<file path="src/hdl/midpoint_circle_rasterizer_defines.svh">
// Assertion helpers shared by the rasterizer RTL.
// Both sample on clk and stay quiet while arst_n is low.
`ifndef MIDPOINT_CIRCLE_RASTERIZER_DEFINES_SVH
`define MIDPOINT_CIRCLE_RASTERIZER_DEFINES_SVH

// Same-cycle implication.
`define MCR_ASSERT_SAME(lbl, ante, cons, msg) \
	lbl: assert property (@(posedge clk) disable iff (!arst_n) (ante) |-> (cons)) \
		else $error(msg);

// Next-cycle implication.
`define MCR_ASSERT_NEXT(lbl, ante, cons, msg) \
	lbl: assert property (@(posedge clk) disable iff (!arst_n) (ante) |=> (cons)) \
		else $error(msg);

`endif

</file>
<file path="src/hdl/mcr_pkg.sv">
package mcr_pkg;

	localparam int COORD_BITS_DEF = 10;

	localparam int PIX_W   = 12;
	localparam int COLOR_W = 8;
	localparam int OCT_W   = 3;
	localparam int STEP_W  = 10;
	localparam int DEC_W   = 13;
	localparam int CFG_W   = 11;
	localparam int IDX_W   = 1;

	localparam int M_TDATA_BITS = 2 * PIX_W + COLOR_W + OCT_W + STEP_W;
	localparam int M_TDATA_W    = ((M_TDATA_BITS + 7) / 8) * 8;
	localparam int M_TUSER_W    = 2;

	localparam logic [CFG_W-1:0] WIDTH_RST  = CFG_W'(640);
	localparam logic [CFG_W-1:0] HEIGHT_RST = CFG_W'(480);

	localparam logic [IDX_W-1:0] REG_SCREEN_WIDTH  = 1'b0;
	localparam logic [IDX_W-1:0] REG_SCREEN_HEIGHT = 1'b1;

	localparam logic ACT_START   = 1'b0;
	localparam logic ACT_ADVANCE = 1'b1;

	localparam logic [OCT_W-1:0] OCT_LAST = 3'd7;

	typedef struct packed {
		logic [CFG_W-1:0] width;
		logic [CFG_W-1:0] height;
	} scr_cfg_t;

endpackage

</file>
<file path="src/hdl/mcr_front.sv">
module mcr_front #(
	parameter int COORD_BITS = mcr_pkg::COORD_BITS_DEF
) (
	input  logic                  clk,
	input  logic                  arst_n,
	input  logic                  s_tvalid,
	output logic                  s_tready,
	input  logic [((3*COORD_BITS+mcr_pkg::COLOR_W+7)/8)*8-1:0] s_tdata,
	input  logic                  s_tuser,
	output logic                  push,
	input  logic                  push_ready,
	output logic [4*COORD_BITS+mcr_pkg::COLOR_W+mcr_pkg::STEP_W:0] run_data
);
	localparam int CB    = COORD_BITS;
	localparam int DEC_W = mcr_pkg::DEC_W;

	logic [CB-1:0]                  cx_q, cy_q, x_q, y_q;
	logic [mcr_pkg::COLOR_W-1:0]    color_q;
	logic signed [DEC_W-1:0]        dec_q;
	logic [mcr_pkg::STEP_W-1:0]     cnt_q;
	logic                           active_q;

	logic                           acc, is_start;
	logic [CB-1:0]                  in_cx, in_cy, in_r;
	logic [mcr_pkg::COLOR_W-1:0]    in_col;
	logic [CB-1:0]                  x_inc, y_dec, x_n, y_n, cx_n, cy_n;
	logic [mcr_pkg::COLOR_W-1:0]    col_n;
	logic signed [DEC_W-1:0]        x_ext, y_ext, dec_n;
	logic [mcr_pkg::STEP_W-1:0]     step_n;
	logic                           done_n;

	assign s_tready = push_ready;
	assign acc      = s_tvalid && s_tready;
	assign is_start = (s_tuser == mcr_pkg::ACT_START);

	assign in_cx  = s_tdata[CB-1:0];
	assign in_cy  = s_tdata[2*CB-1:CB];
	assign in_r   = s_tdata[3*CB-1:2*CB];
	assign in_col = s_tdata[3*CB+mcr_pkg::COLOR_W-1:3*CB];

	assign x_inc = x_q + 1'b1;
	assign y_dec = y_q - 1'b1;

	always_comb begin
		x_ext = DEC_W'(x_inc);
		y_ext = DEC_W'(y_dec);
		if (is_start) begin
			cx_n   = in_cx;
			cy_n   = in_cy;
			col_n  = in_col;
			x_n    = '0;
			y_n    = in_r;
			dec_n  = DEC_W'(1) - DEC_W'(in_r);
			step_n = '0;
		end else begin
			cx_n   = cx_q;
			cy_n   = cy_q;
			col_n  = color_q;
			x_n    = x_inc;
			step_n = cnt_q;
			// midpoint step: negative decision keeps y
			if (dec_q[DEC_W-1]) begin
				y_n   = y_q;
				dec_n = dec_q + (x_ext <<< 1) + DEC_W'(1);
			end else begin
				y_n   = y_dec;
				dec_n = dec_q + ((x_ext - y_ext) <<< 1) - DEC_W'(1);
			end
		end
		done_n = !(x_n < y_n);
	end

	assign push     = acc && (is_start || active_q);
	assign run_data = {done_n, step_n, col_n, y_n, x_n, cy_n, cx_n};

	always_ff @(posedge clk or negedge arst_n) begin
		if (!arst_n) begin
			cx_q     <= '0;
			cy_q     <= '0;
			color_q  <= '0;
			x_q      <= '0;
			y_q      <= '0;
			dec_q    <= '0;
			cnt_q    <= '0;
			active_q <= 1'b0;
		end else if (push) begin
			cx_q     <= cx_n;
			cy_q     <= cy_n;
			color_q  <= col_n;
			x_q      <= x_n;
			y_q      <= y_n;
			dec_q    <= dec_n;
			cnt_q    <= step_n + 1'b1;
			active_q <= !done_n;
		end
	end

endmodule

</file>
<file path="src/hdl/mcr_queue.sv">
module mcr_queue #(
	parameter int WIDTH = 8
) (
	input  logic             clk,
	input  logic             arst_n,
	input  logic             push,
	output logic             push_ready,
	input  logic [WIDTH-1:0] push_data,
	output logic             pop_valid,
	input  logic             pop,
	output logic [WIDTH-1:0] pop_data
);
	// two-entry queue
	logic [WIDTH-1:0] mem_q [2];
	logic             wr_ptr_q, rd_ptr_q;
	logic [1:0]       count_q;

	assign push_ready = (count_q != 2'd2);
	assign pop_valid  = (count_q != 2'd0);
	assign pop_data   = mem_q[rd_ptr_q];

	always_ff @(posedge clk) begin
		if (push) begin
			mem_q[wr_ptr_q] <= push_data;
		end
	end

	always_ff @(posedge clk or negedge arst_n) begin
		if (!arst_n) begin
			wr_ptr_q <= 1'b0;
			rd_ptr_q <= 1'b0;
			count_q  <= '0;
		end else begin
			if (push) begin
				wr_ptr_q <= !wr_ptr_q;
			end
			if (pop) begin
				rd_ptr_q <= !rd_ptr_q;
			end
			if (push && !pop) begin
				count_q <= count_q + 1'b1;
			end else if (pop && !push) begin
				count_q <= count_q - 1'b1;
			end
		end
	end

endmodule

</file>
<file path="src/hdl/mcr_back.sv">
module mcr_back #(
	parameter int COORD_BITS = mcr_pkg::COORD_BITS_DEF
) (
	input  logic                            clk,
	input  logic                            arst_n,
	input  logic                            run_valid,
	output logic                            run_pop,
	input  logic [4*COORD_BITS+mcr_pkg::COLOR_W+mcr_pkg::STEP_W:0] run_data,
	input  mcr_pkg::scr_cfg_t               scr,
	output logic                            m_tvalid,
	input  logic                            m_tready,
	output logic [mcr_pkg::M_TDATA_W-1:0]   m_tdata,
	output logic [mcr_pkg::M_TUSER_W-1:0]   m_tuser,
	output logic                            m_tlast
);
	localparam int CB    = COORD_BITS;
	localparam int PW    = CB + 2;
	localparam int CW    = (PW > mcr_pkg::PIX_W) ? PW : mcr_pkg::PIX_W;
	localparam int RUN_W = 4 * CB + mcr_pkg::COLOR_W + mcr_pkg::STEP_W + 1;
	localparam int PAD_W = mcr_pkg::M_TDATA_W - mcr_pkg::M_TDATA_BITS;

	logic [RUN_W-1:0]           cur_q;
	logic [mcr_pkg::OCT_W-1:0]  oct_q;
	logic                       busy_q;
	logic                       out_valid_q;
	logic [mcr_pkg::M_TDATA_W-1:0] out_data_q;
	logic [mcr_pkg::M_TUSER_W-1:0] out_user_q;
	logic                       out_last_q;

	logic [CB-1:0]              cx, cy, a, b, dx, dy;
	logic [mcr_pkg::COLOR_W-1:0] col;
	logic [mcr_pkg::STEP_W-1:0] step;
	logic                       done;
	logic signed [PW-1:0]       px, py;
	logic signed [CW-1:0]       px_w, py_w;
	logic                       vis, adv, at_last;

	assign {done, step, col, b, a, cy, cx} = cur_q;

	// octant order: bit2 swaps the offsets, bit0 negates x, bit1 negates y
	assign dx = oct_q[2] ? b : a;
	assign dy = oct_q[2] ? a : b;

	always_comb begin
		px = oct_q[0] ? (PW'(cx) - PW'(dx)) : (PW'(cx) + PW'(dx));
		py = oct_q[1] ? (PW'(cy) - PW'(dy)) : (PW'(cy) + PW'(dy));
		px_w = CW'(px);
		py_w = CW'(py);
		vis = !px[PW-1] && !py[PW-1]
			&& ($unsigned(px_w) < CW'(scr.width))
			&& ($unsigned(py_w) < CW'(scr.height));
	end

	assign adv     = !out_valid_q || m_tready;
	assign at_last = (oct_q == mcr_pkg::OCT_LAST);
	assign run_pop = adv && run_valid && (!busy_q || at_last);

	always_ff @(posedge clk) begin
		if (run_pop) begin
			cur_q <= run_data;
		end
		if (adv && busy_q) begin
			out_data_q <= {PAD_W'(0), step, oct_q, col,
				py_w[mcr_pkg::PIX_W-1:0], px_w[mcr_pkg::PIX_W-1:0]};
			out_user_q <= {done, vis};
			out_last_q <= at_last;
		end
	end

	always_ff @(posedge clk or negedge arst_n) begin
		if (!arst_n) begin
			oct_q       <= '0;
			busy_q      <= 1'b0;
			out_valid_q <= 1'b0;
		end else if (adv) begin
			out_valid_q <= busy_q;
			if (run_pop) begin
				oct_q  <= '0;
				busy_q <= 1'b1;
			end else if (busy_q) begin
				oct_q <= oct_q + 1'b1;
				if (at_last) begin
					busy_q <= 1'b0;
				end
			end
		end
	end

	assign m_tvalid = out_valid_q;
	assign m_tdata  = out_data_q;
	assign m_tuser  = out_user_q;
	assign m_tlast  = out_last_q;

endmodule

</file>
<file path="src/hdl/midpoint_circle_rasterizer.sv">
// Midpoint circle rasterizer, eight-way symmetric points per step.
// An accepted item goes through the run queue, the back end's run register and the output register.
// Throughput: eight points per run, one point per cycle unless m_tready stalls the output,
// set by the single point generator in the back end; a queued run follows the last with no gap.
// Reset (arst_n low, asynchronous): idle, no circle, queue empty, 640x480 screen.
`include "midpoint_circle_rasterizer_defines.svh"

module midpoint_circle_rasterizer #(
	parameter int COORD_BITS = mcr_pkg::COORD_BITS_DEF
) (
	input  logic                              clk,
	input  logic                              arst_n,
	// configuration writes, no read-back
	input  logic                              cfg_we,
	input  logic [mcr_pkg::IDX_W-1:0]         cfg_index,
	input  logic [mcr_pkg::CFG_W-1:0]         cfg_data,
	// item in
	input  logic                              s_tvalid,
	output logic                              s_tready,
	// center_x, center_y, radius, color, zero pad
	input  logic [((3*COORD_BITS+mcr_pkg::COLOR_W+7)/8)*8-1:0] s_tdata,
	// action: start or advance
	input  logic                              s_tuser,
	// points out
	output logic                              m_tvalid,
	input  logic                              m_tready,
	// pixel_x, pixel_y, pixel_color, octant, step_index, zero pad
	output logic [mcr_pkg::M_TDATA_W-1:0]     m_tdata,
	// visible, circle_done
	output logic [mcr_pkg::M_TUSER_W-1:0]     m_tuser,
	// last_point
	output logic                              m_tlast
);
	localparam int RUN_W = 4 * COORD_BITS + mcr_pkg::COLOR_W + mcr_pkg::STEP_W + 1;

	// Front end holds the circle state and does one midpoint step per advance item.
	// Each start, or advance while drawing, pushes one run descriptor
	// (center, offsets, color, step number, done) into a two-entry queue.
	// An advance while idle is taken and dropped.
	// Back end pops a run and walks its eight octants into an output register.

	mcr_pkg::scr_cfg_t   scr_q;
	logic                q_push, q_ready, q_valid, q_pop;
	logic [RUN_W-1:0]    q_in, q_out;

	// screen size registers
	always_ff @(posedge clk or negedge arst_n) begin
		if (!arst_n) begin
			scr_q.width  <= mcr_pkg::WIDTH_RST;
			scr_q.height <= mcr_pkg::HEIGHT_RST;
		end else if (cfg_we) begin
			case (cfg_index)
				mcr_pkg::REG_SCREEN_WIDTH:  scr_q.width  <= cfg_data;
				mcr_pkg::REG_SCREEN_HEIGHT: scr_q.height <= cfg_data;
				default: ;
			endcase
		end
	end

	mcr_front #(.COORD_BITS(COORD_BITS)) u_front (
		.clk        (clk),
		.arst_n     (arst_n),
		.s_tvalid   (s_tvalid),
		.s_tready   (s_tready),
		.s_tdata    (s_tdata),
		.s_tuser    (s_tuser),
		.push       (q_push),
		.push_ready (q_ready),
		.run_data   (q_in)
	);

	mcr_queue #(.WIDTH(RUN_W)) u_queue (
		.clk        (clk),
		.arst_n     (arst_n),
		.push       (q_push),
		.push_ready (q_ready),
		.push_data  (q_in),
		.pop_valid  (q_valid),
		.pop        (q_pop),
		.pop_data   (q_out)
	);

	mcr_back #(.COORD_BITS(COORD_BITS)) u_back (
		.clk       (clk),
		.arst_n    (arst_n),
		.run_valid (q_valid),
		.run_pop   (q_pop),
		.run_data  (q_out),
		.scr       (scr_q),
		.m_tvalid  (m_tvalid),
		.m_tready  (m_tready),
		.m_tdata   (m_tdata),
		.m_tuser   (m_tuser),
		.m_tlast   (m_tlast)
	);

	// queue must never be pushed while full or popped while empty
	`MCR_ASSERT_SAME(a_no_overflow, q_push, q_ready, "run queue overflow")
	`MCR_ASSERT_SAME(a_no_underflow, q_pop, q_valid, "run queue underflow")
	// tlast only on the eighth octant
	`MCR_ASSERT_SAME(a_last_octant, m_tvalid && m_tlast, m_tdata[34:32] == mcr_pkg::OCT_LAST, "tlast off octant 7")
	// a run leaves without gaps once started
	`MCR_ASSERT_NEXT(a_run_contig, m_tvalid && m_tready && !m_tlast, m_tvalid, "gap inside a run")

endmodule
</file>
<file path="config.mk">
export PLATFORM = sky130hd
export DESIGN_NAME = midpoint_circle_rasterizer
export DESIGN_NICKNAME = d
export VERILOG_FILES = /design/src/hdl/mcr_pkg.sv /design/src/hdl/mcr_front.sv /design/src/hdl/mcr_queue.sv /design/src/hdl/mcr_back.sv /design/src/hdl/midpoint_circle_rasterizer.sv
export VERILOG_INCLUDE_DIRS = /design/src /design/src/hdl
export SDC_FILE = /design/constraint.sdc
export NUM_CORES = 1
export LEC_CHECK = 0
export BUFFER_PORTS_ARGS = -buffer_cell sky130_fd_sc_hd__buf_2
export CAP_MARGIN = 20
export CORE_ASPECT_RATIO = 1.1
export CORE_MARGIN = 2
export CORE_UTILIZATION = 50
export DETAILED_ROUTE_END_ITERATION = 16
export PLACE_DENSITY = 0.65
export SYNTH_ARGS = -nofsm -noshare
export SYNTH_HDL_FRONTEND = slang
export SYNTH_HIERARCHICAL = 1
export SYNTH_SLANG_ARGS = --single-unit
</file>
<file path="constraint.sdc">
create_clock -name clk -period 13.95 [get_ports clk]
set_input_delay 2.79 -clock clk [delete_from_list [all_inputs] [get_ports clk]]
set_output_delay 2.79 -clock clk [all_outputs]
set_load 0.01 [all_outputs]
</file>
==> Word level (Yosys, flattened, before mapping) <==
Memory sizes are Yosys's and may differ from the RTL's. A register that Yosys moved wholly into a read port is not among the register bits.
Index checks and enable logic that the tools add are counted.
{ "op_classes": {"addsub": 16, "magnitude_cmp": 3, "n_eq_ne": 2, "mux": 22, "n_bitwise": 2, "n_reduce_logical": 28} }
{ "op_table": {"columns": ["operator", "n"], "rows": [
  ["10-bit 2-to-1 mux", 8],
  ["10-bit by 10-bit subtractor with 11-bit output", 3],
  ["13-bit 2-to-1 mux", 2],
  ["12-bit by 11-bit < comparator with 1-bit output", 2],
  ["12-bit 2-to-1 mux", 2],
  ["10-bit by 10-bit adder with 11-bit output", 2],
  ["10-bit by 1-bit adder with 10-bit output, second input constant", 2],
  ["13-bit by 12-bit adder with 13-bit output", 1],
  ["13-bit adder", 1],
  ["13-bit by 2-bit adder with 13-bit output, second input constant", 1],
  ["13-bit by 2-bit subtractor with 13-bit output, second input constant", 1],
  ["1-bit by 10-bit subtractor with 11-bit output, first input constant", 1],
  ["1-bit logical AND", 10],
  ["10-bit < comparator", 1],
  ["10-bit by 1-bit subtractor with 10-bit output, second input constant", 1],
  ["1-bit logical NOT", 9],
  ["8-bit 2-to-1 mux", 1],
  ["3-bit 2-to-1 mux", 2],
  ["2-bit AND reduction", 3],
  ["2-bit nonzero test", 3],
  ["1-bit 2-to-1 mux", 5],
  ["2-bit 2-to-1 mux", 2],
  ["3-bit by 1-bit adder with 3-bit output, second input constant", 1],
  ["3-bit == test, second input constant", 1],
  ["other kinds (5)", 8]
]} }
{ "totals": {"ff_bits": 151, "ramBits": 118, "input_bits": 58, "out_inout_bits": 53, "word_cells": 93, "mem_count": 1} }
{ "mem_list": {"columns": ["memory", "words", "width", "rd", "rd_clocked_by_memory_dff", "wr", "line_no", "source"], "rows": [
  ["u_queue.mem_q", 2, 59, 1, 1, 1, "mcr_queue.sv:14", "logic [WIDTH-1:0] mem_q [2];"]
]} }

==> Longest topological paths before layout <==
{ "logic_depth": {"word_depth": 7, "ltp_mapped": 21, "mapped_depth_nobuf": 21} }

==> Hierarchy <==
Netlist, hierarchy kept.
{ "modules_own_cells": {"columns": ["mod", "n_inst", "cells_each", "area_each_um2", "seq_area_each_um2"], "rows": [
  ["mcr_front", 1, 722, 6027.0, 1801.7],
  ["mcr_back", 1, 470, 5974.5, 3338.2],
  ["mcr_queue", 1, 200, 4749.6, 3643.5],
  ["midpoint_circle_rasterizer", 1, 48, 883.3, 558.0]
]} }

==> Worst setup path after synthesis <==
No wires, ideal clock.
{ "synth_path": {"kind": "input port to flip-flop", "startpoint": "input port s_tuser", "endpoint": "memory u_queue/mem_q[0][0] (netlist bit), enable pin", "setup_time_ns": 0.483, "arrival_time_ns": 6.615, "required_ns": 13.467, "path_slack_ns": 6.852, "path_stages": 6, "n_path_buf": 3, "path_cell_list": "clkbuf_1 > a21o_1 > clkinv_1 > clkbuf_1 > buf_1 > nor2b_1"} }
{ "synth_via": {"elab_chain_cells": 5} }
{ "synth_rtl": {"columns": ["element", "line_no", "source"], "rows": [
  ["start: declaration", "midpoint_circle_rasterizer.sv:23", "input logic s_tuser,"],
  ["1-bit inverter", "mcr_front.sv:34", "assign is_start = (s_tuser == mcr_pkg::ACT_START);"],
  ["1-bit logical OR", "mcr_front.sv:73", "assign push = acc && (is_start || active_q);"],
  ["1-bit logical AND", "mcr_front.sv:73", null],
  ["via q_push", "midpoint_circle_rasterizer.sv:43", "logic q_push, q_ready, q_valid, q_pop;"],
  ["1-bit 2-to-1 mux", "mcr_queue.sv:23", "if (push) begin"],
  ["1-bit 2-to-1 mux (implied by the code)", "mcr_queue.sv:24", "mem_q[wr_ptr_q] <= push_data;"],
  ["end: declaration", "mcr_queue.sv:14", null]
]} }
The timed path passes the listed nets, and every way through them passes these cells.

==> Final worst setup path <==
{ "layout_path": {"startpoint": "input port s_tuser", "endpoint": "memory u_queue/mem_q[0][42] (netlist bit), enable pin"} }
Same word-level chain as after synthesis.

==> reports/metrics.cfg <==
[outcome]
status = complete, no violations

[worst_setup_path]
max_stage_delay_ns = 0.64
crit_slowest_cell = buf_4
path_class = in -> reg
crit_buf_inv = 7
rr_worst_depth = 19
cp.required_ns = 14.10
worst-path-stages = 9
path_delay_family = buffers and inverters
startpoint_type = input pin
path_max_fanout = 59
worstPathArrival_ns = 6.06
reg2reg_from = u_front/y_q[2]
crit_top_cell = buf_4
cp-end-kind = register
cp_cell_sequence = buf_2 -> buf_4 -> buf_4 -> a21o_2 -> buf_4 -> inv_2 -> buf_4 -> nor2b_4 -> buf_4
r2r_end = u_front/dec_q[11]
reg2reg_slack_ns = 9.23

[worst_hold_path]
hold_class = reg -> reg
min_from = u_back/cur_q[57]
min_delay_worst_endpoint = u_back/m_tdata[44]
whs_path_depth = 0

[die]
dieArea_um2 = 36790
rows = 72
core_um2 = 34950
start_util_pct = 50.45
die_width_um = 183.1
ios = 111
die_h_um = 201.0

[global_routing]
grt_overflow = 0
grt_pass1_vias = 10861
antenna_found_initial = 1
grt_max_degree = 62
track_usage_pct = 18.81
grt_pass1_wl_um = 54940

[logic_synthesis]
synth_area_um2 = 17630
netlist_top_cells_count = edfxtp_1 (225), nand2_1 (142), ha_1 (122)
synth_seq_cells = 328
synth-edff-count = 225
synth_top_area_share_pct = 38.31
syn_avg_cell_area_um2 = 12.25
synthFlopType = edfxtp_1
synth_cell_types = 86
async_flop_share_pct = 31.40
synth_top_cell_by_area = edfxtp_1
yosysWarnings = 6
synthMostInstantiatedCell = edfxtp_1
synthCells = 1440
synthTopCellsByArea = edfxtp_1 (38%), dfrtp_1 (14%), ha_1 (8.7%)
ys_seq_area_share_pct = 52.97

[power]
powerDensity_nw_per_um2 = 259.0
total_power_uw = 5107
p_leak_uw = 0.008426
vdd_ir_drop_max_v = 0.0004290

[timing]
rsz0062_at_grt = no
hold_viol = 0
fin_tns_setup_ns = 0
slew_headroom_pct = 40.53
clock.fmax_mhz = 169.0
drv_slew = 0
finClkSkew_ns = 0.01524
fin_crit_ns = 5.917
setup_viol = 0
fin_crit_sh_pct = 42.42
worst_slack_ns = 8.033
worst_hold_slack_ns = 0.4170
tightestPinTransition_ns = 0.8920

[routing]
viasPerCell = 5.356
drc = 0
drtPass1Iterations = 4
routed_wl_um = 34270
vias = 10819
ant_nets = 0
drt-wirelength-per-cell_um = 16.96
drt-initial-drc-count = 435

[cells_and_area]
final_area_um2 = 19720
multi_input_area_um2 = 7513
nFillCells = 2941
layout-drive-gt1-share_pct = 20.76
nNetsFinal = 1735
area_delta_synth_final_pct = 11.83
regArea_um2 = 9345

[cts]
cts_hold_buf = 0
cts_htree_levels = 2
clkTransAtPathRegs_ns = 0.05
cts_tree = yes
cts_setup_buffers = 0
clockRootBuffer = clkbuf_16
clkLatencyLatePin_ns = 0.53
cts_sinks = 328
cts_buffer_depth = 3
numCtsBuffers = 37
post_cts_resized = 0

[job]
max_cap_viol_count = 0

[placed_design]
portBuffers = 105
place_ws_ns = 7.470
hpwl_um = 23900
placed_cell_area_um2 = 18500
gp_congestion = 0.8391

==> worst max path at each step <==
stage               startpoint                    to
floorplan              s_tuser   u_queue/mem_q[0][0]
CTS                    s_tuser  u_queue/mem_q[0][42]
detailed placement     s_tuser  u_queue/mem_q[0][46]
global placement       s_tuser  u_queue/mem_q[0][53]
finish                 s_tuser  u_queue/mem_q[0][42]
global route           s_tuser   u_queue/mem_q[0][2]
==> layout make-up <==
type / instances / share of cell area (%)
multi-input combinational: 942 / 38.10
timing repair buffer: 117 / 3.198
clock inverter: 17 / 0.8185
sequential: 328 / 47.39
clock buffer: 49 / 5.342
antenna: 1 / 0.01269
tap: 444 / 2.817
inverter: 122 / 2.322
==> metal layers <==
| layer | part of all wire, % | vias to the layer above | global-route usage [%] |
|---|---|---|---|
| met1 | 43 | 5241 | 23.36 |
| li1 | - | 5337 | - |
| met5 | 0 | - | 0 |
| met3 | 3.7 | 46 | 3.048 |
| met2 | 50 | 195 | 33.39 |
| met4 | 2.7 | 0 | 6.114 |
==> layout by cell type, fill, tap and decap left out, types with 6 or more instances in the layout <==
| cell type | netlist | routed |
|---|---|---|
| clkbuf_16 | 0 | 39 |
| nand3_1 | 22 | 22 |
| a211oi_1 | 8 | 8 |
| mux2_2 | 52 | 52 |
| o21ai_1 | 8 | 8 |
| clkbuf_1 | 17 | 6 |
| edfxtp_1 | 225 | 225 |
| xor2_1 | 37 | 37 |
| dfstp_2 | 6 | 6 |
| fa_1 | 7 | 7 |
| ha_1 | 122 | 122 |
| nor2_1 | 66 | 66 |
| a21o_1 | 11 | 10 |
| buf_4 | 6 | 12 |
| o21ai_0 | 59 | 59 |
| dfrtp_1 | 97 | 96 |
| a31oi_1 | 7 | 7 |
| xnor2_1 | 47 | 47 |
| nand2_1 | 142 | 142 |
| mux2i_1 | 29 | 29 |
| o31ai_1 | 9 | 9 |
| inv_1 | 120 | 120 |
| nor2b_1 | 20 | 19 |
| mux2_4 | 69 | 69 |
| or3_1 | 7 | 7 |
| clkinv_1 | 2 | 7 |
| and2_1 | 20 | 18 |
| nand2b_1 | 15 | 15 |
| a21oi_1 | 55 | 54 |
| nor3_1 | 25 | 25 |
| buf_2 | 3 | 104 |
| nand4_1 | 6 | 6 |
==> kinds of logic after synthesis <==
kind of cell	after synthesis	synth area share [%]
flip-flops	328	52.97
other	1	0.02127
AND/OR/NAND/NOR	354	9.792
buffers and inverters	172	4.591
XOR/XNOR	84	4.172
multiplexers	153	11.03
adder cells (fa/ha/maj)	129	9.451
AO/OA/AOI/OAI	219	7.968
==> report_power, final <==
| part | internal (µW) | switching, µW | leakage, µW | total [µW] |
|---|---|---|---|---|
| clock network | 572 | 384 | 0.000588 | 956 |
| registers | 1400 | 159 | 0.00337 | 1560 |
| logic | 1150 | 1440 | 0.00447 | 2590 |
==> flip-flops by register name (all words and copies together), names as in the netlist, 2 cells and up <==
register / flops
u_back/m_tuser: 2
u_front/cnt_q: 10
scr_q: 22
u_back/cur_q: 59
u_back/oct_q: 3
u_back/m_tdata: 45
u_front/x_q: 10
u_front/y_q: 10
u_front/dec_q: 13
u_queue/mem_q: 118
u_queue/count_q: 2
u_front/color_q: 8
u_front/cx_q: 10
u_front/cy_q: 10
==> through the flow <==
| step | util, % | instances |
|---|---|---|
| floorplan | - | 1442 |
| global placement | 52.88 | 1952 |
| detailed placement | 52.94 | 1953 |
| CTS | 56.41 | 2019 |
| global route | 56.42 | 2020 |
| finish | 56.42 | 2020 |
No activity file was read; power rests on OpenSTA's default activity.
